[src/rtl/core/random_cell_time_pattern_top_defines.svh]
// Assertion macros for the random cell time pattern block.
// Needs clk and rst in the scope of the module that uses them.
`ifndef RANDOM_CELL_TIME_PATTERN_TOP_DEFINES_SVH
`define RANDOM_CELL_TIME_PATTERN_TOP_DEFINES_SVH

// Check a consequence in the same cycle as its condition.
`define RCTP_ASSERT_SAME(label, ante, cons, msg) \
  label: assert property (@(posedge clk) disable iff (rst) (ante) |-> (cons)) \
    else $error(msg);

// Check a consequence in the cycle after its condition.
`define RCTP_ASSERT_NEXT(label, ante, cons, msg) \
  label: assert property (@(posedge clk) disable iff (rst) (ante) |=> (cons)) \
    else $error(msg);

`endif

[src/rtl/core/rctp_pkg.sv]
// Shared types, constants and digit helpers for the random cell time pattern block.
// No dependencies; used by random_cell_time_pattern_top.
package rctp_pkg;

  // Cell counts of the digit fields
  localparam int MaxCells  = 9;
  localparam int TensCells = (6 < MaxCells) ? 6 : MaxCells;
  localparam int CellIdxW  = $clog2(MaxCells);

  // Configuration port
  localparam int CfgIdxW  = 1;
  localparam int CfgDataW = 32;
  localparam logic [CfgIdxW-1:0] CfgSeedInit = CfgIdxW'(0);
  localparam logic [CfgIdxW-1:0] CfgUse24h   = CfgIdxW'(1);

  // Generator constants
  localparam logic [31:0] SeedReset  = 32'd100;
  localparam logic [17:0] LcgMul     = 18'd214013;
  localparam logic [31:0] LcgAdd     = 32'd2531011;
  localparam int          LcgShift   = 16;
  localparam int          SeedKeepW  = 15;

  // Reciprocals for the remainder: q = (x * Recip) >> RecipShift is exact for 15-bit x
  localparam int          RecipShift = 18;
  localparam logic [17:0] RecipUnits = 18'(((2 ** RecipShift) + MaxCells - 1) / MaxCells);
  localparam logic [17:0] RecipTens  = 18'(((2 ** RecipShift) + TensCells - 1) / TensCells);

  typedef struct packed {
    logic [4:0] hour;
    logic [5:0] minute;
  } rctp_in_t;

  typedef struct packed {
    logic [5:0] hour_tens_mask;
    logic [8:0] hour_units_mask;
    logic [5:0] minute_tens_mask;
    logic [8:0] minute_units_mask;
  } rctp_out_t;

  typedef enum logic [3:0] {
    ST_IDLE,
    ST_START,
    ST_FILL,
    ST_DRAW,
    ST_MODR,
    ST_SWAP,
    ST_FIN,
    ST_GRD,
    ST_GACC,
    ST_NEXT,
    ST_DONE
  } rctp_state_t;

  // Hour as displayed: as is in 24-hour form, else 1..12
  function automatic logic [4:0] shown_hour(input logic [4:0] hour, input logic use_24h);
    logic [4:0] h;
    h = hour;
    if (!use_24h) begin
      if (hour >= 5'd24) begin
        h = hour - 5'd24;
      end else if (hour >= 5'd12) begin
        h = hour - 5'd12;
      end
      if (h == 5'd0) begin
        h = 5'd12;
      end
    end
    return h;
  endfunction

  // Tens digit of a value below 64
  function automatic logic [3:0] tens_of(input logic [5:0] v);
    logic [3:0] t;
    if (v >= 6'd60) begin
      t = 4'd6;
    end else if (v >= 6'd50) begin
      t = 4'd5;
    end else if (v >= 6'd40) begin
      t = 4'd4;
    end else if (v >= 6'd30) begin
      t = 4'd3;
    end else if (v >= 6'd20) begin
      t = 4'd2;
    end else if (v >= 6'd10) begin
      t = 4'd1;
    end else begin
      t = 4'd0;
    end
    return t;
  endfunction

  // Units digit of a value below 64
  function automatic logic [3:0] units_of(input logic [5:0] v);
    logic [5:0] tens_val;
    tens_val = 6'(tens_of(v)) * 6'd10;
    return 4'(v - tens_val);
  endfunction

endpackage

[src/rtl/core/random_cell_time_pattern_top.sv]
// Per nonzero digit: fill the cell order, draw, reduce and swap per cell, finish the last
// swap, then gather the lit cells up to two at a time; a zero digit is skipped. A new time is
// taken only once the previous result is in the output register; the pace is set by the
// shared multiplier and the single write port of the cell-order memory. A finished result
// waits in an output register. Reset (rst, synchronous): generator seed 100, 24-hour form,
// no result pending. Depends on rctp_pkg and random_cell_time_pattern_top_defines.svh.
`include "random_cell_time_pattern_top_defines.svh"

module random_cell_time_pattern_top (
  input  logic                          clk,
  input  logic                          rst,
  input  logic                          in_valid,
  output logic                          in_stall,
  input  rctp_pkg::rctp_in_t            in_data,
  output logic                          out_valid,
  input  logic                          out_stall,
  output rctp_pkg::rctp_out_t           out_data,
  input  logic                          cfg_we,
  input  logic [rctp_pkg::CfgIdxW-1:0]  cfg_index,
  input  logic [rctp_pkg::CfgDataW-1:0] cfg_data
);
  import rctp_pkg::*;

  rctp_state_t state;
  rctp_state_t state_next;

  logic [31:0]          seed;
  logic                 use_24h;
  logic [3:0]           digit [4];
  logic [1:0]           dsel;
  logic [CellIdxW-1:0]  idx;
  logic [CellIdxW-1:0]  r_sel;
  logic [CellIdxW-1:0]  rd0;
  logic [CellIdxW-1:0]  rd1;
  logic [MaxCells-1:0]  mask;
  rctp_out_t            res;

  // Cell-order memory
  logic [CellIdxW-1:0]  order_mem [MaxCells];
  logic                 mem_we;
  logic [CellIdxW-1:0]  mem_wa;
  logic [CellIdxW-1:0]  mem_wd;
  logic                 rd_en;
  logic [CellIdxW-1:0]  ra0;
  logic [CellIdxW-1:0]  ra1;

  // Shared multiplier
  logic [31:0]          mul_a;
  logic [17:0]          mul_b;
  logic [31:0]          mul_p;
  logic [31:0]          lcg_sum;
  logic [31:0]          seed_next;
  logic [SeedKeepW-1:0] mod_x;
  logic [SeedKeepW-1:0] mod_q;
  logic [SeedKeepW-1:0] mod_qc;
  logic [CellIdxW-1:0]  mod_r;

  // Per-digit figures
  logic                 is_units;
  logic [3:0]           cur_digit;
  logic [3:0]           cur_cells;
  logic [3:0]           cur_lit;
  logic [CellIdxW-1:0]  cur_last;
  logic [CellIdxW:0]    idx_inc;
  logic [4:0]           idx_add2;
  logic                 in_xfer;
  logic                 out_free;
  logic [4:0]           hour_shown;

  assign in_stall = (state != ST_IDLE);
  assign in_xfer  = in_valid && !in_stall;
  assign out_free = !out_valid || !out_stall;

  assign hour_shown = shown_hour(in_data.hour, use_24h);

  assign is_units  = dsel[0];
  assign cur_digit = digit[dsel];
  assign cur_cells = is_units ? 4'(MaxCells) : 4'(TensCells);
  assign cur_lit   = (cur_digit > cur_cells) ? cur_cells : cur_digit;
  assign cur_last  = is_units ? CellIdxW'(MaxCells - 1) : CellIdxW'(TensCells - 1);
  assign idx_inc   = (CellIdxW + 1)'(idx) + (CellIdxW + 1)'(1);
  assign idx_add2  = 5'(idx) + 5'd2;

  // Shared multiplier: generator step in DRAW, reciprocal for the remainder otherwise
  assign mul_p     = 32'(mul_a * mul_b);
  assign lcg_sum   = mul_p + LcgAdd;
  assign seed_next = 32'(lcg_sum[LcgShift +: SeedKeepW]);
  assign mod_x     = seed[SeedKeepW-1:0];
  assign mod_q     = SeedKeepW'(mul_p >> RecipShift);
  assign mod_qc    = is_units ? SeedKeepW'(mod_q * MaxCells) : SeedKeepW'(mod_q * TensCells);
  assign mod_r     = CellIdxW'(mod_x - mod_qc);

  // Next state
  always_comb begin
    state_next = state;
    unique case (state)
      ST_IDLE:  if (in_xfer) state_next = ST_START;
      ST_START: state_next = (cur_digit == 4'd0) ? ST_NEXT : ST_FILL;
      ST_FILL:  if (idx == cur_last) state_next = ST_DRAW;
      ST_DRAW:  state_next = ST_MODR;
      ST_MODR:  state_next = ST_SWAP;
      ST_SWAP:  state_next = (idx == cur_last) ? ST_FIN : ST_DRAW;
      ST_FIN:   state_next = ST_GRD;
      ST_GRD:   state_next = ST_GACC;
      ST_GACC:  state_next = (idx_add2 >= 5'(cur_lit)) ? ST_NEXT : ST_GRD;
      ST_NEXT:  state_next = (dsel == 2'd3) ? ST_DONE : ST_START;
      ST_DONE:  if (out_free) state_next = ST_IDLE;
      default:  state_next = ST_IDLE;
    endcase
  end

  // Memory and multiplier controls
  always_comb begin
    mem_we = 1'b0;
    mem_wa = idx;
    mem_wd = idx;
    rd_en  = 1'b0;
    ra0    = idx;
    ra1    = r_sel;
    mul_a  = {{(32 - SeedKeepW){1'b0}}, mod_x};
    mul_b  = is_units ? RecipUnits : RecipTens;
    unique case (state)
      ST_FILL: begin
        mem_we = 1'b1;
      end
      ST_DRAW: begin
        // finish the previous swap while the multiplier steps the generator
        mul_a  = seed;
        mul_b  = LcgMul;
        mem_we = (idx != '0);
        mem_wa = r_sel;
        mem_wd = rd0;
      end
      ST_MODR: begin
        rd_en = 1'b1;
        ra1   = mod_r;
      end
      ST_SWAP: begin
        mem_we = 1'b1;
        mem_wd = rd1;
      end
      ST_FIN: begin
        mem_we = 1'b1;
        mem_wa = r_sel;
        mem_wd = rd0;
      end
      ST_GRD: begin
        rd_en = 1'b1;
        ra1   = (idx_inc > (CellIdxW + 1)'(cur_last)) ? idx : CellIdxW'(idx_inc);
      end
      default: begin
      end
    endcase
  end

  // Cell-order memory, registered reads
  always_ff @(posedge clk) begin
    if (mem_we) begin
      order_mem[mem_wa] <= mem_wd;
    end
    if (rd_en) begin
      rd0 <= order_mem[ra0];
      rd1 <= order_mem[ra1];
    end
  end

  // Control state and configuration
  always_ff @(posedge clk) begin
    if (rst) begin
      state     <= ST_IDLE;
      seed      <= SeedReset;
      use_24h   <= 1'b1;
      out_valid <= 1'b0;
    end else begin
      state <= state_next;
      if (cfg_we) begin
        unique case (cfg_index)
          CfgSeedInit: seed    <= cfg_data;
          CfgUse24h:   use_24h <= cfg_data[0];
        endcase
      end else if (state == ST_DRAW) begin
        seed <= seed_next;
      end
      // drop the result once transferred, load a new one when the slot is free
      if (state == ST_DONE && out_free) begin
        out_valid <= 1'b1;
      end else if (out_valid && !out_stall) begin
        out_valid <= 1'b0;
      end
    end
  end

  // Working datapath
  always_ff @(posedge clk) begin
    unique case (state)
      ST_IDLE: begin
        if (in_xfer) begin
          digit[0] <= tens_of(6'(hour_shown));
          digit[1] <= units_of(6'(hour_shown));
          digit[2] <= tens_of(in_data.minute);
          digit[3] <= units_of(in_data.minute);
          dsel     <= 2'd0;
        end
      end
      ST_START: begin
        idx  <= '0;
        mask <= '0;
      end
      ST_FILL: begin
        idx <= (idx == cur_last) ? '0 : CellIdxW'(idx_inc);
      end
      ST_MODR: begin
        r_sel <= mod_r;
      end
      ST_SWAP: begin
        if (idx != cur_last) begin
          idx <= CellIdxW'(idx_inc);
        end
      end
      ST_FIN: begin
        idx <= '0;
      end
      ST_GACC: begin
        // gather up to two lit cells a pass
        mask <= mask | (MaxCells'(1) << rd0)
                     | (((CellIdxW + 1)'(idx_inc) < (CellIdxW + 1)'(cur_lit)) ?
                        (MaxCells'(1) << rd1) : '0);
        idx  <= CellIdxW'(idx_add2);
      end
      ST_NEXT: begin
        unique case (dsel)
          2'd0: res.hour_tens_mask    <= 6'(mask);
          2'd1: res.hour_units_mask   <= 9'(mask);
          2'd2: res.minute_tens_mask  <= 6'(mask);
          2'd3: res.minute_units_mask <= 9'(mask);
        endcase
        dsel <= dsel + 2'd1;
      end
      ST_DONE: begin
        if (out_free) begin
          out_data <= res;
        end
      end
      default: begin
      end
    endcase
  end

  // Swap partner always lies inside the current field
  `RCTP_ASSERT_SAME(a_mod_range, state == ST_MODR, mod_r <= cur_last, "swap index out of field")
  // A finished digit lights exactly its count of distinct cells
  `RCTP_ASSERT_SAME(a_lit_count, state == ST_NEXT, $countones(mask) == int'(cur_lit), "lit count wrong")
  // The generator keeps 15 bits after each step
  `RCTP_ASSERT_NEXT(a_seed_narrow, (state == ST_DRAW) && !cfg_we, seed[31:SeedKeepW] == '0, "seed too wide")
  // A result appears only out of the send state
  `RCTP_ASSERT_NEXT(a_out_source, !out_valid, !out_valid || $past(state == ST_DONE), "stray result")

endmodule
[config.mk]
export PLATFORM = sky130hd
export DESIGN_NAME = random_cell_time_pattern_top
export DESIGN_NICKNAME = d
export VERILOG_FILES = /design/src/rtl/core/rctp_pkg.sv /design/src/rtl/core/random_cell_time_pattern_top.sv
export VERILOG_INCLUDE_DIRS = /design/src /design/src/rtl/core
export SDC_FILE = /design/constraint.sdc
export NUM_CORES = 1
export LEC_CHECK = 0
export BUFFER_PORTS_ARGS = -buffer_cell sky130_fd_sc_hd__buf_2
export CAP_MARGIN = 20
export CORE_MARGIN = 4
export CORE_UTILIZATION = 30
export DETAILED_ROUTE_END_ITERATION = 8
export SETUP_SLACK_MARGIN = 0.2
export SYNTH_ARGS = -nofsm -noshare
export SYNTH_HDL_FRONTEND = slang
export SYNTH_SLANG_ARGS = --single-unit
[constraint.sdc]
create_clock -name clk -period 26.5 [get_ports clk]
set_input_delay 5.3 -clock clk [delete_from_list [all_inputs] [get_ports clk]]
set_output_delay 5.3 -clock clk [all_outputs]
set_load 0.01 [all_outputs]
==> qor.yml <==
clock_network:
  cts_sinks: 175
  cts_tree: "done"
  cts.path.max_buffers: 2
  cts_resized: 0
  post_cts_buffers: 0
  clk_pin_slew_ns: 0.08
  cts-root-buf: "clkbuf_16"
  htreeDepth: 4
  clock_latency_ns: 0.46
  cts_buffers: 17
  postCtsHoldBufs: 0
global_route:
  grt_max_degree: 51
  globalRouteTotalUtil_pct: 14.4
  grt_overflow: 0
  antenna_found_initial: 0
  grt_pass1_wl_mm: 77.2
  grt_pass1_vias: 14191
drt:
  drc_errors: 0
  wire_per_inst_microns: 16.9
  drtIter0Drc: 958
  postRouteWirelength_mm: 47.8
  vias: 13491
  antenna_left: 0
  viasPerCell: 4.77
  drt_first_pass_iters: 7
yosys:
  synth_top_area_share_pct: 29.4
  ys_types: 84
  synth_most_common_cell: "inv_1"
  synth_ff_type: "edfxtp_1"
  synth-edff-count: 136
  synth_area_sq_um: 19200
  seq_area_frac_synth_pct: 25.3
  netlist_top_cells_area: "fa_1 29%, edfxtp_1 21%, ha_1 8.4%"
  synthCells: 1904
  yosysWarnings: 0
  synth_area_leader_cell: "fa_1"
  synthTopCellsByCount: "423 x inv_1, 282 x fa_1, 163 x nand2_1, 136 x edfxtp_1, 129 x ha_1"
  async_flop_share_pct: 0
  synth-seq-cells: 175
  syn_area_per_cell_sq_um: 10.1
timing:
  min_period_ns: 10.15
  slew_violations: 0
  final_hold_viol_count: 0
  min_period_over_period_pct: 38.3
  finalClockSkew_ns: 0.0335
  maxSlewHeadroom_pct: 38.9
  setup_violations: 0
  fin_setup_tns_ns: 0
  rsz0062_at_grt: "no"
  worstMarginPinSlew_ns: 0.912
  clock.fmax_mhz: 98.5
floorplan:
  rows: 92
  floorplan.initialDensity_pct: 30.4
  core-area_sq_um: 63200
  io_pins: 81
  dieWidth_microns: 261
  dieArea_sq_um: 68100
  die_h_microns: 261
setup_path:
  r2r_slack_ns: 16.35
  cp-end-kind: "register"
  startpoint: "state[3]"
  critical_path_class: "register to register"
  cpPeakStageDelay_ns: 0.71
  slowest_stage: "dfxtp_1"
  r2r-start: "state[3]"
  worst_ep_required_time_ns: 26.70
  path_common_cell: "fa_1"
  crit_fanout: 50
  start_kind: "register"
  arrival_ns: 10.35
finish:
  nNetsFinal: 2429
  fillers: 6414
  syn2layout_area_growth_pct: 10.4
  diodes: 0
  drive_gt1_share_pct: 8.53
place:
  port_buffers: 79
  dpl.hpwl_mm: 39.1
  gp_congestion: 0.929
hold_path:
  hold_path.class: "register to register"
  hold_start: "res[6]"
flow_run:
  cap_viol_max_count: 0
outcome:
  status: "finished, final reports clean"
sequential cells by signal (all words and copies together), names as in the netlist, named ones only:
register   cells
order_mem     36
seed          31
out_data      30
res           30
digit         13
mask           9
idx            4
r_sel          4
rd0            4
rd1            4
state          4
dsel           2
out_valid      1
use_24h        1
final cells by class:
cell class	instances	area, sq um	area share [%]
multi-input combinational	1261	12600	59.4
sequential	175	4860	23.0
inverter	423	1590	7.49
tap	846	1060	5.00
timing repair buffer	91	480	2.27
clock buffer	18	429	2.03
clock inverter	14	186	0.880
cells by family (layout without fill, tap and decap cells):
kind of cell	after synthesis	in the layout	share of synthesized area, %
mux	55	55	3.60
xor+xnor	75	75	3.64
other cells	2	24	0.0391
flops	175	175	25.3
fa+ha+maj	411	411	37.8
compound gates	269	269	9.56
simple gates	427	427	10.4
buf+inv	490	546	9.61
worst max-delay path, delay by kind of cell, from the launching register on:
family                     cells  cell delay (ns)
adders and majority gates      9             3.99
AOI/OAI and AO/OA              6             1.74
DFF                            1             0.71
buffers and inverters          4             0.65
and+or+nand+nor                5             1.38
xor gates and xnor gates       3             1.02
muxes                          1             0.39
stage by stage:
step	hold slack (ns)	instances	setup slack (ns)	utilization (%)	area, sq um
CTS	0.419	2827	16.42	33.5	21200
floorplan	0.400	1926	17.99	-	19300
global placement	0.401	2794	16.48	32.5	20600
detailed placement	0.405	2795	16.44	32.5	20600
finish	0.416	2828	16.35	33.5	21200
global route	0.427	2828	15.85	33.5	21200
placed cells by master (no fill, tap or decap), drive strengths merged, types with 4 or more instances in the layout:
master   instances
inv            430
fa             282
nand2          163
edfxtp         136
ha             129
buf             90
nor2            89
a21oi           85
xnor2           56
o21ai           52
nand3           51
dfxtp           39
mux2i           33
nor3            30
conb            24
nor2b           21
clkbuf          19
xor2            17
a221oi          17
and2            16
nand2b          14
and3            14
a31oi           13
a21o            13
mux2            12
mux4            10
a22oi            9
o21a             9
nand3b           9
a211oi           9
o22ai            6
o31ai            6
o2111ai          5
o221ai           5
o211ai           5
clkinv           4
o21bai           4
per-layer routing:
layer | track usage, % | share of wire, %
met1 | 19.5 | 43
met2 | 24.3 | 49
met3 | 2.15 | 5.8
met4 | 3.59 | 2.1
met5 | 0 | 0
final timing paths:
check	endpoint	cells past startpoint
max	rd1[2]	28
min	out_data[6]	0
max reg2reg	rd1[2]	28
min reg2reg	out_data[6]	0
Power is not shown: default switching activity piles up to over one toggle a cycle in this logic, so the estimate is an artifact.
